$ cat src/hdl/rsd_pkg.sv
// rsd_pkg: shared types and constants for the ROI shift dequantizer.
// Used by every module in hdl/; depends on nothing.
`timescale 1ns / 1ps

package rsd_pkg;

  localparam int unsigned COEF_W  = 32;
  localparam int unsigned SHIFT_W = 5;
  localparam int unsigned STEP_W  = 31;
  localparam int unsigned CFG_IDX_W = 3;
  localparam int unsigned CFG_DATA_W = 31;

  // register indexes on the configuration port
  localparam logic [CFG_IDX_W-1:0] REG_ROI_SHIFT     = 3'd0;
  localparam logic [CFG_IDX_W-1:0] REG_BG_SHIFT      = 3'd1;
  localparam logic [CFG_IDX_W-1:0] REG_NUM_BITPLANES = 3'd2;
  localparam logic [CFG_IDX_W-1:0] REG_REAL_MODE     = 3'd3;
  localparam logic [CFG_IDX_W-1:0] REG_STEP_SIZE     = 3'd4;

  // reset values
  localparam logic [SHIFT_W-1:0] RST_ROI_SHIFT     = 5'd0;
  localparam logic [SHIFT_W-1:0] RST_BG_SHIFT      = 5'd0;
  localparam logic [SHIFT_W-1:0] RST_NUM_BITPLANES = 5'd31;
  localparam logic               RST_REAL_MODE     = 1'b0;
  localparam logic [STEP_W-1:0]  RST_STEP_SIZE     = 31'd8192;

  typedef struct packed {
    logic [SHIFT_W-1:0] roi_shift;
    logic [SHIFT_W-1:0] bg_shift;
    logic [SHIFT_W-1:0] num_bitplanes;
    logic               real_mode;
    logic [STEP_W-1:0]  step_size;
  } cfg_t;

  typedef struct packed {
    logic [COEF_W-1:0] data;
    logic              trimmed;
  } roi_res_t;

endpackage

$ cat src/hdl/rsd_cfg.sv
// rsd_cfg: configuration register file with a plain write port.
// Depends on rsd_pkg.
`timescale 1ns / 1ps

module rsd_cfg import rsd_pkg::*; (
  input  logic                  clk,
  input  logic                  rst_n,
  input  logic                  we,
  input  logic [CFG_IDX_W-1:0]  index,
  input  logic [CFG_DATA_W-1:0] wdata,
  output cfg_t                  cfg
);

  cfg_t cfg_r, cfg_nxt;

  always_comb begin
    cfg_nxt = cfg_r;
    if (we) begin
      unique case (index)
        REG_ROI_SHIFT:     cfg_nxt.roi_shift     = wdata[SHIFT_W-1:0];
        REG_BG_SHIFT:      cfg_nxt.bg_shift      = wdata[SHIFT_W-1:0];
        REG_NUM_BITPLANES: cfg_nxt.num_bitplanes = wdata[SHIFT_W-1:0];
        REG_REAL_MODE:     cfg_nxt.real_mode     = wdata[0];
        REG_STEP_SIZE:     cfg_nxt.step_size     = wdata[STEP_W-1:0];
        default:           cfg_nxt = cfg_r;  // unmapped index: ignored
      endcase
    end
  end

  always_ff @(posedge clk) begin
    if (!rst_n) begin
      cfg_r.roi_shift     <= RST_ROI_SHIFT;
      cfg_r.bg_shift      <= RST_BG_SHIFT;
      cfg_r.num_bitplanes <= RST_NUM_BITPLANES;
      cfg_r.real_mode     <= RST_REAL_MODE;
      cfg_r.step_size     <= RST_STEP_SIZE;
    end else begin
      cfg_r <= cfg_nxt;
    end
  end

  assign cfg = cfg_r;

endmodule

$ cat src/hdl/rsd_roi.sv
// rsd_roi: max-shift ROI descaling of one coefficient (combinational).
// Depends on rsd_pkg.
`timescale 1ns / 1ps

module rsd_roi import rsd_pkg::*; (
  input  logic [COEF_W-1:0] coefficient,
  input  cfg_t              cfg,
  output roi_res_t          res
);

  logic                  neg;
  logic                  active;
  logic                  roi_hit;
  logic [COEF_W-1:0]     mag;
  logic [COEF_W-1:0]     roi_mag;
  logic [COEF_W-1:0]     bg_mask;
  logic [COEF_W-1:0]     mag_out;
  logic [2*COEF_W-2:0]   wide;
  logic [2*COEF_W-2:0]   above;

  always_comb begin
    neg     = coefficient[COEF_W-1];
    active  = (cfg.roi_shift != '0) || (cfg.bg_shift != '0);
    mag     = neg ? (~coefficient + 32'd1) : coefficient;
    roi_mag = mag >> cfg.roi_shift;
    // mag >= 2^roi_shift exactly when something survives the right shift
    roi_hit = (roi_mag != '0);
    wide    = {{(COEF_W-1){1'b0}}, mag} << cfg.bg_shift;
    above   = wide >> cfg.num_bitplanes;
    bg_mask = (32'd1 << cfg.num_bitplanes) - 32'd1;

    if (roi_hit) begin
      mag_out = roi_mag;
    end else begin
      mag_out = wide[COEF_W-1:0] & bg_mask;
    end

    if (active) begin
      res.data    = neg ? (~mag_out + 32'd1) : mag_out;
      res.trimmed = !roi_hit && (above != '0);
    end else begin
      res.data    = coefficient;
      res.trimmed = 1'b0;
    end
  end

endmodule

$ cat src/hdl/rsd_scale.sv
// rsd_scale: fixed-point step-size scaling in real mode (combinational).
// Depends on rsd_pkg.
`timescale 1ns / 1ps

module rsd_scale import rsd_pkg::*; #(
  parameter int unsigned FRAC_BITS = 13
) (
  input  logic [COEF_W-1:0] data,
  input  logic              real_mode,
  input  logic [STEP_W-1:0] step_size,
  output logic [COEF_W-1:0] result
);

  logic [COEF_W-1:0]            fx;
  logic signed [COEF_W+STEP_W-1:0] prod;

  always_comb begin
    fx   = data << FRAC_BITS;
    // exact signed product: 32-bit signed times 31-bit unsigned fits 63 bits
    prod = $signed(fx) * $signed({1'b0, step_size});
    if (real_mode) begin
      result = prod[FRAC_BITS +: COEF_W];
    end else begin
      result = data;
    end
  end

endmodule

$ cat src/hdl/roi_shift_dequantizer_top.sv
// roi_shift_dequantizer_top: ROI descaling plus fixed-point dequantization.
// Depends on rsd_pkg, rsd_cfg, rsd_roi and rsd_scale.
`timescale 1ns / 1ps

// Takes one signed coefficient per transfer and returns one dequantized sample
// and a trim flag per transfer. Sustained rate is one item per clock unless
// out_ready is low; an item is registered in stage one, then in the output
// register. ROI shifting, background masking and sign restore run before the
// first register stage; the single 32x31 multiply for real mode runs between
// that stage and the output register. Configuration is written through
// cfg_we/cfg_index/cfg_wdata and must only change while no item is in flight.
module roi_shift_dequantizer_top import rsd_pkg::*; #(
  parameter int unsigned FRAC_BITS = 13
) (
  input  logic                  clk,
  input  logic                  rst_n,
  input  logic                  in_valid,
  output logic                  in_ready,
  input  logic [COEF_W-1:0]     in_coefficient,
  output logic                  out_valid,
  input  logic                  out_ready,
  output logic [COEF_W-1:0]     out_sample_out,
  output logic                  out_bits_trimmed,
  input  logic                  cfg_we,
  input  logic [CFG_IDX_W-1:0]  cfg_index,
  input  logic [CFG_DATA_W-1:0] cfg_wdata
);

  cfg_t              cfg;
  roi_res_t          roi_res;
  logic [COEF_W-1:0] scaled;

  logic              v1_r, v1_nxt;
  roi_res_t          s1_r;
  logic              v2_r, v2_nxt;
  logic [COEF_W-1:0] samp_r;
  logic              trim_r;
  logic              adv2;

  rsd_cfg u_cfg (
    .clk   (clk),
    .rst_n (rst_n),
    .we    (cfg_we),
    .index (cfg_index),
    .wdata (cfg_wdata),
    .cfg   (cfg)
  );

  rsd_roi u_roi (
    .coefficient (in_coefficient),
    .cfg         (cfg),
    .res         (roi_res)
  );

  rsd_scale #(
    .FRAC_BITS (FRAC_BITS)
  ) u_scale (
    .data      (s1_r.data),
    .real_mode (cfg.real_mode),
    .step_size (cfg.step_size),
    .result    (scaled)
  );

  // elastic two-stage pipe: each stage loads when it is empty or drains
  assign adv2     = !v2_r || out_ready;
  assign in_ready = !v1_r || adv2;

  always_comb begin
    v1_nxt = v1_r;
    v2_nxt = v2_r;
    if (in_ready) begin
      v1_nxt = in_valid;
    end
    if (adv2) begin
      v2_nxt = v1_r;
    end
  end

  always_ff @(posedge clk) begin
    if (!rst_n) begin
      v1_r <= 1'b0;
      v2_r <= 1'b0;
    end else begin
      v1_r <= v1_nxt;
      v2_r <= v2_nxt;
    end
  end

  always_ff @(posedge clk) begin
    if (in_ready && in_valid) begin
      s1_r <= roi_res;
    end
    if (adv2 && v1_r) begin
      samp_r <= scaled;
      trim_r <= s1_r.trimmed;
    end
  end

  assign out_valid        = v2_r;
  assign out_sample_out   = samp_r;
  assign out_bits_trimmed = trim_r;

  // accepted item always lands in stage one
  a_in_lands: assert property (@(posedge clk) disable iff (!rst_n)
    in_valid && in_ready |=> v1_r)
    else $error("accepted input did not enter stage one");

  // a stage-one item held behind a stalled output is not dropped
  a_s1_held: assert property (@(posedge clk) disable iff (!rst_n)
    v1_r && v2_r && !out_ready |=> v1_r && v2_r)
    else $error("stage-one item lost during output stall");

  // no trim flag when ROI handling is off
  a_no_trim: assert property (@(posedge clk) disable iff (!rst_n)
    out_valid && (cfg.roi_shift == '0) && (cfg.bg_shift == '0) |-> !out_bits_trimmed)
    else $error("trim flag set with both shifts zero");

endmodule
$ cat config.mk
export PLATFORM = sky130hd
export DESIGN_NAME = roi_shift_dequantizer_top
export DESIGN_NICKNAME = d
export VERILOG_FILES = /design/src/hdl/rsd_pkg.sv /design/src/hdl/rsd_cfg.sv /design/src/hdl/rsd_roi.sv /design/src/hdl/rsd_scale.sv /design/src/hdl/roi_shift_dequantizer_top.sv
export SDC_FILE = /design/constraint.sdc
export NUM_CORES = 2
export LEC_CHECK = 0
export BUFFER_PORTS_ARGS = -buffer_cell sky130_fd_sc_hd__buf_2
export CORE_MARGIN = 2
export CORE_UTILIZATION = 65
export CTS_BUF_LIST = sky130_fd_sc_hd__clkbuf_4 sky130_fd_sc_hd__clkbuf_8
export CTS_CLUSTER_DIAMETER = 40
export DETAILED_ROUTE_END_ITERATION = 8
export PLACE_DENSITY = 0.83
export SETUP_SLACK_MARGIN = 0.15
export SYNTH_ARGS = -nofsm -noshare
export SYNTH_HDL_FRONTEND = slang
export SYNTH_SLANG_ARGS = --single-unit
$ cat constraint.sdc
create_clock -name clk -period 8 [get_ports clk]
set_input_delay 0 -clock clk [delete_from_list [all_inputs] [get_ports clk]]
set_output_delay 0 -clock clk [all_outputs]
set_load 0.05 [all_outputs]
## Word level (Yosys, flattened, before mapping)

Index checks and enable logic that the tools add are counted.

| operators by class | value |
|---|---|
| add/subtract/negate cells | 3 |
| multipliers | 1 |
| equality and inequality tests | 4 |
| shift-type cells | 4 |
| multiplexer cells | 5 |
| bitwise logic cells | 3 |
| reduce and logical (&&, ||, !) cells | 19 |

Operators with widths:

| cell | count |
|---|---|
| $mux W32 | 4 |
| $add A32 B1 Y32 const B | 2 |
| $not A32 Y32 | 2 |
| $reduce_bool A63 Y1 | 1 |
| $shl A32 B5 Y63 | 1 |
| $shr A63 B5 Y63 | 1 |
| $mux W33 | 1 |
| $and A32 B32 Y32 | 1 |
| $mul A19 B32 Y32 | 1 |
| $reduce_bool A32 Y1 | 1 |
| $shl A1 B5 Y32 const A | 1 |
| $shr A32 B5 Y32 | 1 |
| $sub A32 B1 Y32 const B | 1 |
| $reduce_and A2 Y1 | 5 |
| $reduce_bool A5 Y1 | 2 |
| $eq A3 B2 Y1 const B | 2 |
| $eq A3 B1 Y1 const B | 1 |
| $eq A3 B3 Y1 const B | 1 |
| $logic_and A1 B1 Y1 | 3 |
| $logic_not A1 Y1 | 3 |
| $logic_not A3 Y1 | 1 |
| $logic_or A1 B1 Y1 | 3 |

| word-level totals | value |
|---|---|
| bits in registers | 115 |
| input port bits | 71 |
| word-level logic and storage cells | 50 |

## Depth between registers and ports, before layout

| logic depth | value |
|---|---|
| depth after elaboration | 10 |
| depth in mapped cells | 32 |

## Hierarchy

Synthesis repeated with hierarchy kept, for this count alone.

| unflattened totals | value |
|---|---|
| cells, all modules | 3842 |
| area total of the unflattened synthesis | 30247.8 um^2 |

By module, submodules not included:

| module | times used | cells an instance | area an instance (um^2) | sequential area each (um^2) |
|---|---|---|---|---|
| rsd_scale | 1 | 1513 | 13460.4 | 0.0 |
| rsd_roi | 1 | 2056 | 12812.3 | 0.0 |
| roi_shift_dequantizer_top | 1 | 75 | 2085.8 | 2021.9 |
| rsd_cfg | 1 | 198 | 1889.3 | 940.9 |

## Least setup slack after synthesis

OpenSTA, ideal clock, no wires.

| timing | value |
|---|---|
| kind | register to register |
| from | register s1_r[5] (netlist name) |
| to | register samp_r[30], in the netlist out_sample_out[30] (data pin) |
| setup time | 0.260 ns |
| data arrival time | 7.055 ns |
| data required time | 7.740 ns |
| slack | 0.685 ns |
| cell stages (with the launch flop) | 26 |
| clock period less this slack | 7.315 ns |
| cells stage by stage | edfxtp_1 > clkbuf_1 > clkbuf_1 > and2_1 > fa_1 > fa_1 > inv_1 > fa_1 > inv_1 > fa_1 > fa_1 > fa_1 > ha_1 > ha_1 > and2_1 > o21ai_0 > o21ai_0 > o41ai_1 > o21ai_0 > o41ai_1 > o21ai_0 > o41ai_1 > o2111ai_1 > a21oi_1 > xnor2_1 > mux2_2 |

| between the ends | value |
|---|---|
| cells in the longest elaborated chain, start to end | 2 |

RTL lines:

| element | line | text |
|---|---|---|
| start, declared | roi_shift_dequantizer_top.sv:34 | `roi_res_t s1_r;` |
| start signal, assigned | roi_shift_dequantizer_top.sv:91 | `s1_r <= roi_res;` |
| $mul A19 B32 Y32 | rsd_scale.sv:20 | `prod = $signed(fx) * $signed({1'b0, step_size});` |
| $mux W32 | rsd_scale.sv:21 | `if (real_mode) begin` |
| via scaled[30] | roi_shift_dequantizer_top.sv:31 | `logic [COEF_W-1:0] scaled;` |
| end signal, assigned | roi_shift_dequantizer_top.sv:94 | `samp_r <= scaled;` |
| end, declared | roi_shift_dequantizer_top.sv:36 | `logic [COEF_W-1:0] samp_r;` |

The timed path passes the listed nets, and every way through them passes these cells.
A chain may end at the register's enable or synchronous reset.

## Final worst setup path

| timing | value |
|---|---|
| from | register s1_r[2] (netlist name) |
| to | register samp_r[30], in the netlist out_sample_out[30] (data pin) |

The elaborated chain is that of the path after synthesis.

==> results.yml <==
synthesis:
  ys.flop_type: "edfxtp_1"
  ys_types: 107
  synth_warnings: 0
  syn_inst: 3615
  synth_top_area_cell: "fa_1"
  syn_area_per_cell_um2: 7.98
  synthArstFlopShare_pct: 0
  synth_edf_count: 66
  synthTopCellsByArea: "fa_1 (24%), edfxtp_1 (6.9%), nand2_1 (6.5%), inv_1 (4.9%), and2_1 (4.5%)"
  synth_top_area_share_pct: 24.0
  synth_area_um2: 28800
  ys_seq_area_share_pct: 10.3
  syn_nets: 4134
  synth_seq_cells: 115
power:
  power_density_nw_per_um2: 130
  vdd_ir_drop_max_mv: 0.119
  cellLeakagePower_nw: 13.2
placement:
  port_buffers: 105
  dp_hpwl_um: 88400
  post-place-ws_ns: -0.0656
  gp_congestion: 1.07
worst_setup_path:
  r2r-end: "out_sample_out[30]"
  crit_top_cell: "fa_1"
  startpoint: "s1_r[2]"
  critPathMaxFanout: 5
  worst-setup-path-type: "reg2reg"
  cp_top_family: "adder cells"
  cp.arrival_ns: 8.18
  r2r_cells: 29
  path_depth: 29
  cp-end-kind: "flop"
  r2r_start: "s1_r[2]"
  reg2reg_slack_ns: 0.07
  crit_path_end: "out_sample_out[30]"
  cpPeakStageDelay_ns: 0.55
  critical_path_buf_inv_count: 8
  start_kind: "flop"
  required_ns: 8.25
  cp_slowest_cell: "fa_1"
grt:
  grt_pass1_wl_um: 181000
  grt_overflow_total: 0
  grt_max_degree: 81
  grt_usage_pct: 51.5
  first_global_vias: 31000
  antenna_found_initial: 7
sta:
  whs_ns: 0.0181
  post-route-min-period_ns: 7.93
  slew_headroom_pct: 6.81
  fmax_ghz: 0.126
  setup_slack_ns: 0.0651
  skew_ns: 0.0231
  slew_viol_final: 0
  tightestPinTransition_ns: 1.40
  hold_viol: 0
  setup_viol: 0
  period_share_pct: 99.2
clocking:
  cts_tree: "yes"
  cts.sinks: 115
  cts_buffer_depth: 2
  root_buffer: "clkbuf_8"
  insertion_delay_ns: 0.52
  numCtsBuffers: 17
  clkTransAtPathRegs_ns: 0.08
  h-tree-depth: 4
route:
  routed_wl_um: 121000
  drt_iter0_drc: 5051
  drt_pass1_iterations: 9
  antenna_left: 0
  drc: 0
  via_per_inst: 7.33
  wl_per_cell_um: 28.7
  num_vias: 30800
floorplan:
  ios: 106
  die_w_um: 215
  core_um2: 44000
  die_area_um2: 46100
  rows: 77
  start_util_pct: 65.5
  die_y_um: 215
finish:
  finalCoreUtilization_pct: 69.8
  mostFrequentLayoutCell: "nand2_1"
  fin_nets: 4116
  final_cell_mix: "nand2_1 (503), inv_1 (378), fa_1 (344)"
  drive_gt1_share_pct: 12.0
  area_delta_synth_final_pct: 6.60
flow_run:
  maxCapViolCount: 0
worst_hold_path:
  hold_path.class: "in2reg"
  min_from: "cfg_index[0]"
outcome:
  status: "finished clean"
## registers in the layout, summed over array words and instances (netlist names)
register          count
out_sample_out       32
out_valid             1
v1_r                  1
out_bits_trimmed      1
u_cfg.cfg            47
s1_r                 33
## synth_stat cells (16+ instances only)
cell type	instances
a211o_1	18
a211oi_1	45
a21boi_0	36
a21o_1	22
a21oi_1	165
a221oi_1	16
a31oi_1	39
and2_1	207
and3_1	16
buf_1	28
buf_2	17
clkbuf_1	242
dfxtp_1	49
edfxtp_1	66
fa_1	345
ha_1	103
inv_1	378
mux2_2	50
mux2i_1	52
mux4_2	32
nand2_1	503
nand2b_1	22
nand3_1	58
nand4_1	25
nor2_1	231
nor2b_1	41
nor3_1	63
nor4_1	29
o211ai_1	43
o21ai_0	104
o221ai_1	18
o22ai_1	29
o31ai_1	26
or2_2	21
or3_1	32
xnor2_1	87
xor2_1	27
## cell type report
class | instances | area, um2
fillers | 3237 | 13300
clock inverters | 12 | 130
diodes | 3 | 7.51
flip-flops and latches | 115 | 2970
multi-input cells | 2821 | 23400
clock buffers | 20 | 275
well taps | 592 | 741
inverters | 387 | 1450
repair buffers | 255 | 1760
## stage by stage
stage,TNS [ns],power [mW],cells,instance area (um2)
6_report,0,4.00,4205,30700
5_1_grt,-0.537,4.15,4203,30700
4_1_cts,0,3.80,4195,30600
3_5_place_dp,-0.116,3.14,4126,29800
3_3_place_gp,0,3.02,4126,29800
2_1_floorplan,0,2.37,3615,28800
## metal layers
layer	track usage, %	routed length [um]	up-vias
met5	0	54	-
met4	46.2	13700	4
met3	11.9	15800	988
met2	80.5	52800	2974
met1	59.1	38400	14400
li1	-	-	12400
## repair_timing
action | in CTS | in global routing
gates resized for setup | 8 | 17
hold endpoints to repair | 50 | 0
setup endpoints to repair | 4 | 6
pin swaps | 1 | 5
hold buffers | 36 | 0
buffers inserted | 1 | 7
gates cloned | 0 | 0
## how the worst min path moves through the flow
stage	end	slack (ns)	cells past startpoint
final	u_cfg.cfg[31]	0.02	4
after global routing	s1_r[4]	0.05	3
after CTS	s1_r[4]	0.004	3
after detailed placement	v1_r	0.25	3
after global placement	v1_r	0.24	3
after floorplan	u_cfg.cfg[13]	0.12	2
## worst register-to-register path: cells and delay by family (launching register included)
| kind | cells | cell delay (ns) |
|---|---|---|
| AO/OA/AOI/OAI | 9 | 1.88 |
| XOR/XNOR | 1 | 0.09 |
| adder cells (fa/ha/maj) | 8 | 3.55 |
| buffers and inverters | 8 | 1.07 |
| flip-flops | 1 | 0.47 |
| multiplexers | 1 | 0.26 |
| AND/OR/NAND/NOR | 2 | 0.33 |
## power by group
| part | switching [mW] | internal (mW) | leakage (nW) |
|---|---|---|---|
| combinational | 1.68 | 0.977 | 11.9 |
| sequential | 0.0566 | 0.679 | 1.03 |
| clock | 0.308 | 0.300 | 0.196 |
| total | 2.04 | 1.96 | 13.2 |
## cells by family (layout without fill, tap and decap cells)
family | Yosys count | in the layout | share of synthesized area, %
flip-flops | 115 | 115 | 10.3
adder cells (fa/ha/maj) | 449 | 449 | 28.5
multiplexers | 134 | 134 | 6.26
XOR/XNOR | 115 | 115 | 3.52
buffers and inverters | 679 | 674 | 9.02
other | 0 | 3 | 0
AO/OA/AOI/OAI | 806 | 806 | 19.8
AND/OR/NAND/NOR | 1317 | 1317 | 22.6
Note: power is estimated with default switching activity, not from simulation.
